### config.mk
export PLATFORM = sky130hd
export DESIGN_NAME = holt_trend_forecaster
export DESIGN_NICKNAME = d
export VERILOG_FILES = /design/src/rtl/holt_pkg.sv /design/src/rtl/holt_trend_forecaster.sv
export SDC_FILE = /design/constraint.sdc
export NUM_CORES = 2
export LEC_CHECK = 0
export BUFFER_PORTS_ARGS = -buffer_cell sky130_fd_sc_hd__buf_2
export CORE_AREA = 2 2 299 301
export CTS_CLUSTER_SIZE = 40
export DETAILED_ROUTE_END_ITERATION = 8
export DIE_AREA = 0 0 301 303
export PLACE_DENSITY_LB_ADDON = 0.25
export SLEW_MARGIN = 20
export SYNTH_ARGS = -nofsm -noshare
export SYNTH_HDL_FRONTEND = slang
export SYNTH_SLANG_ARGS = --single-unit
### constraint.sdc
create_clock -name clk_i -period 12.9 [get_ports clk_i]
set_clock_uncertainty 0.2 [all_clocks]
set_input_delay 0.645 -clock clk_i [delete_from_list [all_inputs] [get_ports clk_i]]
set_output_delay 0.645 -clock clk_i [all_outputs]
set_load 0.02 [all_outputs]
### src/rtl/holt_pkg.sv
package holt_pkg;

  localparam int unsigned ObsW    = 24;
  localparam int unsigned StW     = 40;
  localparam int unsigned AheadW  = 32;
  localparam int unsigned GainW   = 17;
  localparam int unsigned HorW    = 8;
  localparam int unsigned CfgIdxW = 2;
  localparam int unsigned WideW   = 48;
  localparam int unsigned OprW    = 42;
  localparam int unsigned ChunkW  = 21;
  localparam int unsigned MulAW   = 18;
  localparam int unsigned MulBW   = ChunkW + 1;
  localparam int unsigned ProdW   = MulAW + MulBW;
  localparam int unsigned AccW    = 60;

  localparam logic [GainW-1:0] GainOne       = 17'd65536;
  localparam logic [GainW-1:0] LevelGainRst  = 17'd32768;
  localparam logic [GainW-1:0] TrendGainRst  = 17'd19661;
  localparam logic [HorW-1:0]  HorizonRst    = 8'd1;

  localparam logic [CfgIdxW-1:0] CfgLevelGain = 2'd0;
  localparam logic [CfgIdxW-1:0] CfgTrendGain = 2'd1;
  localparam logic [CfgIdxW-1:0] CfgHorizon   = 2'd2;

  // saturate a wide sum to the 40-bit state format
  function automatic logic signed [StW-1:0] sat_st(input logic signed [WideW-1:0] v);
    logic signed [StW-1:0] r;
    if (v > 48'sh007F_FFFF_FFFF) begin
      r = 40'sh7F_FFFF_FFFF;
    end else if (v < 48'shFF80_0000_0000) begin
      r = 40'sh80_0000_0000;
    end else begin
      r = v[StW-1:0];
    end
    return r;
  endfunction

  function automatic logic signed [ObsW-1:0] sat_fc(input logic signed [StW:0] v);
    logic signed [ObsW-1:0] r;
    if (v > 41'sd8388607) begin
      r = 24'sh7F_FFFF;
    end else if (v < -41'sd8388608) begin
      r = 24'sh80_0000;
    end else begin
      r = v[ObsW-1:0];
    end
    return r;
  endfunction

  function automatic logic signed [AheadW-1:0] sat_ah(input logic signed [StW-1:0] v);
    logic signed [AheadW-1:0] r;
    if (v > 40'sd2147483647) begin
      r = 32'sh7FFF_FFFF;
    end else if (v < -40'sd2147483648) begin
      r = 32'sh8000_0000;
    end else begin
      r = v[AheadW-1:0];
    end
    return r;
  endfunction

endpackage

### src/rtl/holt_trend_forecaster.sv
// Holt linear trend forecaster, fixed point.
// Input channel: observation_i (signed Q16.8) with in_valid_i / in_stall_o.
//   A request is taken on a clock edge with in_valid_i high and in_stall_o
//   low. in_stall_o is low only while the sequencer is idle.
// Output channel: forecast_o, ahead_forecast_o, ready_res_o with
//   out_valid_o / out_stall_i, one result per request, held in an output
//   register until taken.
// Config channel: cfg_valid_i / cfg_ready_o, cfg_index_i selects level gain,
//   trend gain or horizon; other indexes are dropped. Always ready.
// After acceptance the first sample goes straight to the final step; the
//   second seeds level and trend, then runs only the horizon product.
// No new request is taken before the last result leaves the final step.
// One 18x22 signed multiplier is reused for three products (alpha, beta,
//   horizon), each split into a low and a high 21-bit chunk, and the sequencer walks these in turn.
// Reset (rst_ni low, async): gains and horizon return to defaults, warm-up
//   restarts, the output register empties.
// Receiver stall: the finished result waits in the final step until the
//   output register frees up; no new request is taken meanwhile.
module holt_trend_forecaster import holt_pkg::*; (
  input  logic                     clk_i,
  input  logic                     rst_ni,
  input  logic                     in_valid_i,
  output logic                     in_stall_o,
  input  logic signed [ObsW-1:0]   observation_i,
  output logic                     out_valid_o,
  input  logic                     out_stall_i,
  output logic signed [ObsW-1:0]   forecast_o,
  output logic signed [AheadW-1:0] ahead_forecast_o,
  output logic                     ready_res_o,
  input  logic                     cfg_valid_i,
  output logic                     cfg_ready_o,
  input  logic [CfgIdxW-1:0]       cfg_index_i,
  input  logic [GainW-1:0]         cfg_data_i
);

  typedef enum logic [2:0] {
    S_IDLE, S_SUM, S_MLO, S_MHI, S_LVL, S_TRD, S_DONE
  } state_e;

  typedef enum logic [1:0] {PH_EMPTY, PH_ONE, PH_READY} phase_e;
  typedef enum logic [1:0] {PASS_LVL, PASS_TRD, PASS_AHD} pass_e;

  state_e state_q;
  phase_e phase_q;
  pass_e  pass_q;

  logic [GainW-1:0] level_gain_q, trend_gain_q;
  logic [HorW-1:0]  horizon_q;

  logic signed [StW-1:0]   level_q, trend_q, sum_q;
  logic signed [ObsW-1:0]  obs_q, first_q, fc_q;
  logic signed [OprW-1:0]  opr_q;
  logic signed [AccW-1:0]  acc_q;
  logic signed [MulAW-1:0] gain_q;
  logic                    ready_q, zero_q;

  logic                    out_valid_q;
  logic signed [ObsW-1:0]  out_fc_q;
  logic signed [AheadW-1:0] out_ahead_q;
  logic                    out_ready_q;

  logic accept, out_free;
  assign accept   = in_valid_i && (state_q == S_IDLE);
  assign out_free = !out_valid_q || !out_stall_i;

  // clip gains above one
  logic [GainW-1:0] a_clip, b_clip;
  assign a_clip = (level_gain_q > GainOne) ? GainOne : level_gain_q;
  assign b_clip = (trend_gain_q > GainOne) ? GainOne : trend_gain_q;

  // second sample: seed level and trend
  logic signed [ObsW:0]  init_diff;
  logic signed [StW-1:0] level_init, trend_init;
  assign init_diff  = (ObsW+1)'(observation_i) - (ObsW+1)'(first_q);
  assign level_init = StW'($signed({first_q, 8'd0}));
  assign trend_init = StW'($signed({init_diff, 8'd0}));

  // one-step forecast and alpha operand
  logic signed [StW-1:0] sum_sat;
  logic signed [StW:0]   fc_tmp, diff;
  logic signed [31:0]    obs_scaled;
  assign sum_sat    = sat_st(WideW'(level_q) + WideW'(trend_q));
  assign fc_tmp     = ((StW+1)'(sum_sat) + 41'sd128) >>> 8;
  assign obs_scaled = $signed({obs_q, 8'd0});
  assign diff       = (StW+1)'(obs_scaled) - (StW+1)'(sum_sat);

  // shared multiplier, low chunk unsigned, high chunk signed
  logic signed [MulBW-1:0] mul_b;
  logic signed [ProdW-1:0] prod;
  assign mul_b = (state_q == S_MLO) ? $signed({1'b0, opr_q[ChunkW-1:0]})
                                    : $signed({opr_q[OprW-1], opr_q[OprW-1:ChunkW]});
  assign prod  = gain_q * mul_b;

  // round half up by 2^16
  logic signed [AccW-1:0]    acc_rnd;
  logic signed [AccW-17:0]   rnd16;
  assign acc_rnd = (acc_q + 60'sd32768) >>> 16;
  assign rnd16   = acc_rnd[AccW-17:0];

  logic signed [StW-1:0]  nl, nt;
  logic signed [OprW-1:0] err;
  assign nl  = sat_st(WideW'(sum_q) + WideW'(rnd16));
  assign err = OprW'(nl) - OprW'(level_q) - OprW'(trend_q);
  assign nt  = sat_st(WideW'(trend_q) + WideW'(rnd16));

  // ahead forecast: level + horizon*trend, round to Q.8
  logic signed [WideW-1:0]  ah_wide, ah_sh;
  logic signed [AheadW-1:0] ahead;
  assign ah_wide = WideW'(level_q) + $signed(acc_q[WideW-1:0]) + 48'sd128;
  assign ah_sh   = ah_wide >>> 8;
  assign ahead   = zero_q ? '0 : sat_ah(ah_sh[StW-1:0]);

  always_ff @(posedge clk_i or negedge rst_ni) begin
    if (!rst_ni) begin
      state_q      <= S_IDLE;
      phase_q      <= PH_EMPTY;
      pass_q       <= PASS_LVL;
      level_gain_q <= LevelGainRst;
      trend_gain_q <= TrendGainRst;
      horizon_q    <= HorizonRst;
      level_q      <= '0;
      trend_q      <= '0;
      sum_q        <= '0;
      obs_q        <= '0;
      first_q      <= '0;
      fc_q         <= '0;
      opr_q        <= '0;
      acc_q        <= '0;
      gain_q       <= '0;
      ready_q      <= 1'b0;
      zero_q       <= 1'b0;
      out_valid_q  <= 1'b0;
      out_fc_q     <= '0;
      out_ahead_q  <= '0;
      out_ready_q  <= 1'b0;
    end else begin
      if (cfg_valid_i) begin
        unique case (cfg_index_i)
          CfgLevelGain: level_gain_q <= cfg_data_i;
          CfgTrendGain: trend_gain_q <= cfg_data_i;
          CfgHorizon:   horizon_q    <= cfg_data_i[HorW-1:0];
          default: ;
        endcase
      end

      // drop the result once taken; the final step reloads it itself
      if (out_valid_q && !out_stall_i && (state_q != S_DONE)) begin
        out_valid_q <= 1'b0;
      end

      unique case (state_q)
        S_IDLE: begin
          if (accept) begin
            obs_q <= observation_i;
            unique case (phase_q)
              PH_EMPTY: begin
                first_q <= observation_i;
                fc_q    <= observation_i;
                ready_q <= 1'b0;
                zero_q  <= 1'b1;
                phase_q <= PH_ONE;
                state_q <= S_DONE;
              end
              PH_ONE: begin
                level_q <= level_init;
                trend_q <= trend_init;
                opr_q   <= OprW'(trend_init);
                gain_q  <= MulAW'(horizon_q);
                fc_q    <= observation_i;
                ready_q <= 1'b1;
                zero_q  <= 1'b0;
                pass_q  <= PASS_AHD;
                phase_q <= PH_READY;
                state_q <= S_MLO;
              end
              default: begin
                ready_q <= 1'b1;
                zero_q  <= 1'b0;
                state_q <= S_SUM;
              end
            endcase
          end
        end
        S_SUM: begin
          sum_q   <= sum_sat;
          fc_q    <= sat_fc(fc_tmp);
          opr_q   <= OprW'(diff);
          gain_q  <= MulAW'(a_clip);
          pass_q  <= PASS_LVL;
          state_q <= S_MLO;
        end
        S_MLO: begin
          acc_q   <= AccW'(prod);
          state_q <= S_MHI;
        end
        S_MHI: begin
          acc_q <= acc_q + (AccW'(prod) <<< ChunkW);
          unique case (pass_q)
            PASS_LVL: state_q <= S_LVL;
            PASS_TRD: state_q <= S_TRD;
            default:  state_q <= S_DONE;
          endcase
        end
        S_LVL: begin
          level_q <= nl;
          opr_q   <= err;
          gain_q  <= MulAW'(b_clip);
          pass_q  <= PASS_TRD;
          state_q <= S_MLO;
        end
        S_TRD: begin
          trend_q <= nt;
          opr_q   <= OprW'(nt);
          gain_q  <= MulAW'(horizon_q);
          pass_q  <= PASS_AHD;
          state_q <= S_MLO;
        end
        S_DONE: begin
          // hold until the output register frees up
          if (out_free) begin
            out_valid_q <= 1'b1;
            out_fc_q    <= fc_q;
            out_ahead_q <= ahead;
            out_ready_q <= ready_q;
            state_q     <= S_IDLE;
          end
        end
        default: state_q <= S_IDLE;
      endcase
    end
  end

  assign in_stall_o       = (state_q != S_IDLE);
  assign cfg_ready_o      = 1'b1;
  assign out_valid_o      = out_valid_q;
  assign forecast_o       = out_fc_q;
  assign ahead_forecast_o = out_ahead_q;
  assign ready_res_o      = out_ready_q;

  a_rise_from_done: assert property (@(posedge clk_i) disable iff (!rst_ni)
    $rose(out_valid_o) |-> $past(state_q == S_DONE))
    else $error("result appeared outside the final step");

  a_track_starts_sum: assert property (@(posedge clk_i) disable iff (!rst_ni)
    (accept && (phase_q == PH_READY)) |=> (state_q == S_SUM))
    else $error("tracking sample skipped the sum step");

  a_ahead_zero: assert property (@(posedge clk_i) disable iff (!rst_ni)
    (out_valid_o && !ready_res_o) |-> (ahead_forecast_o == '0))
    else $error("ahead forecast nonzero before warm-up");

  a_mhi_exit: assert property (@(posedge clk_i) disable iff (!rst_ni)
    (state_q == S_MHI) |=> (state_q == S_LVL || state_q == S_TRD || state_q == S_DONE))
    else $error("multiply pass left to a wrong step");

endmodule
==> impl_metrics.yaml <==
synth:
  async_flop_share_pct: 100
  synth_cell_types: 104
  ys_seq_elements: 420
  synth_edf_count: 0
  postSynthAreaPerCell_sq_um: 8.40
  syn-num-nets: 7220
  ys.flop_type: "dfrtp_1"
  synthesis.area_sq_um: 52500
  ys_seq_area_share_pct: 20.0
  synth_cells: 6251
  ys_warn_count: 0
drt:
  post_drt_wl_per_cell_um: 26.3
  drc: 0
  dr.first_iter.drc_count: 5964
  routed_wl_um: 196000
  drt_pass1_iterations: 7
  ant_nets: 0
  vias_per_cell: 6.53
  vias: 48584
floorplan:
  start_util_pct: 59.7
  pin_count: 108
  dieArea_sq_um: 91200
  die_x_um: 301
  rows: 109
  core_area_sq_um: 88000
  die_h_um: 303
setup_path:
  r2r_start: "state_q[2]"
  worstPathRequired_ns: 13.22
  critical_path.startpoint_type: "register"
  worst-path-buf-inv: 6
  path_depth: 38
  worstPathMaxFanout: 29
  cp_common_cell: "fa_1"
  slowest_delay_ns: 0.84
  ff2ff_path_depth: 38
  critPathTopFamily: "adder cells"
  endpoint: "acc_q[59]"
  critPathKind: "reg2reg"
  slowest_stage: "nand2_1"
  rrSetupSlack_ns: 1.16
  critPathArrivalTime_ns: 12.07
  crit_path_end_kind: "register"
  rr_endpoint: "acc_q[59]"
  crit_start: "state_q[2]"
clocking:
  clk_latency_ns: 0.69
  numClockSinks: 420
  htreeDepth: 2
  tritoncts: "done"
  clk_path_buf_depth: 3
  cts-buffers-inserted: 51
  clkSlewWorstSetupHoldPaths_ns: 0.07
  cts_resized: 0
  clock-root-buffer: "clkbuf_16"
placed_design:
  dpl.hpwl_um: 155000
  post-place-cells: 7339
  place_congestion: 1.09
  port_buffers: 106
min_path:
  min_path_type: "in2reg"
  worstHoldPathCells: 2
  min_from: "cfg_data_i[15]"
sta:
  worst_pin_slew_ns: 1.23
  whs_ns: 0.0308
  setup_violations: 0
  timing.slew.headroom_pct: 17.9
  report.final.hold_viol_count: 0
  fmax_ghz: 0.0852
  post-route-min-period_ns: 11.74
  finalMaxSlewViolations: 0
  period_share_pct: 91.0
  finalSetupTns_ns: 0
  rsz0062_at_grt: "false"
global_routing:
  grt_pass1_wl_um: 291000
  grt_max_degree: 155
  grt_util_all_layers_pct: 42.6
  grt_remaining_overflow: 0
  grt_pass1_vias: 46199
  antenna_found_initial: 9
final_layout:
  fin_nets: 7197
  layout-drive-gt1-share_pct: 7.35
  area_growth_syn_to_layout_pct: 6.81
  fill_cells: 7729
  final_cells: 7439
flow_run:
  max_cap_viol_count: 0
status:
  outcome: "complete, no violations"
cells by family after synthesis:
kind of cell / count (synthesis) / synth area share [%]
compound gates: 1646 / 20.1
simple gates: 1808 / 16.2
fa+ha+maj: 922 / 27.9
flops: 420 / 20.0
mux: 140 / 2.92
buf+inv: 956 / 6.89
xor+xnor: 358 / 5.97
other cells: 1 / 0.00714
worst min path at each step:
stage,end,slack (ns)
6_report,level_gain_q[15],0.03
5_1_grt,level_gain_q[15],0.03
4_1_cts,level_gain_q[15],0.006
3_5_place_dp,pass_q[0],0.27
3_3_place_gp,fc_q[5],0.27
2_1_floorplan,acc_q[0],0.15
registers in the layout (all words and copies together) (netlist names):
register,cells
sum_q,40
forecast_o,24
ready_q,1
obs_q,24
gain_q,17
acc_q,60
opr_q,42
fc_q,24
horizon_q,8
pass_q,2
state_q,3
first_q,24
out_valid_o,1
zero_q,1
phase_q,2
ahead_forecast_o,32
ready_res_o,1
trend_q,40
trend_gain_q,17
level_q,40
level_gain_q,17
stage by stage:
step / instance area (sq um) / setup slack, ns / util, %
after CTS: 56100 / 1.53 / 63.8
after floorplan: 52500 / 3.06 / -
after global routing: 56100 / 0.645 / 63.8
after detailed placement: 54200 / 1.59 / 61.6
after global placement: 54200 / 1.85 / 61.6
final: 56100 / 1.16 / 63.8
synthesized netlist by cell type, types with 112 or more instances:
library cell  number  area share [%]
xnor2_1          240             4.0
a21oi_1          513             4.9
and2_1           153             1.8
fa_1             416              16
a21o_1           182             2.6
clkbuf_1         234             1.7
o21ai_0          358             3.4
nand3_1          112             1.1
nand2_1          789             5.6
dfrtp_1          410              20
ha_1             505              12
xor2_1           118             2.0
inv_1            693             5.0
nor2_1           319             2.3
what timing repair did:
action                    in CTS  in global routing
hold buffers                   1                  0
buffers inserted               0                  0
hold endpoints to repair      98                  0
layout by cell type, fill, tap and decap left out, types with 23 or more instances in the layout:
master	synthesis	layout
xnor2_1	240	240
a22oi_1	23	23
mux2i_1	36	36
or3_1	31	31
nand4_1	68	68
mux2_2	104	104
xor2_1	118	118
o21a_1	39	39
a211oi_1	37	37
o21ai_0	358	358
and2_1	153	153
nand2_1	789	787
o211ai_1	47	47
nor2_1	319	314
a221oi_1	25	25
buf_2	4	105
o21bai_1	68	68
clkbuf_16	0	51
a21oi_1	513	512
buf_4	2	78
nor3_1	63	61
fa_1	416	416
dfrtp_1	410	409
nor2b_1	62	61
a221o_1	42	42
a31oi_1	62	62
a21o_1	182	181
and3_1	55	55
nand3_1	112	111
ha_1	505	505
nand2b_1	42	42
inv_1	693	693
routing by layer:
| layer | wire length (um) | GRT usage [%] |
|---|---|---|
| met4 | 11400 | 21.0 |
| met3 | 23100 | 10.7 |
| met2 | 82700 | 62.8 |
| met5 | 202 | 0.518 |
| met1 | 78200 | 58.3 |
layout make-up:
class | count | area, sq um | share of cell area (%)
Multi-Input combinational cell | 4875 | 38500 | 68.6
Clock buffer | 67 | 1430 | 2.54
Timing Repair Buffer | 186 | 1160 | 2.06
Antenna cell | 4 | 10.0 | 0.0178
Sequential cell | 420 | 10500 | 18.8
Clock inverter | 28 | 448 | 0.798
Tap cell | 1165 | 1460 | 2.60
Inverter | 694 | 2610 | 4.64
Power is not shown: default switching activity piles up to over one toggle a cycle in this logic, so the estimate is an artifact.
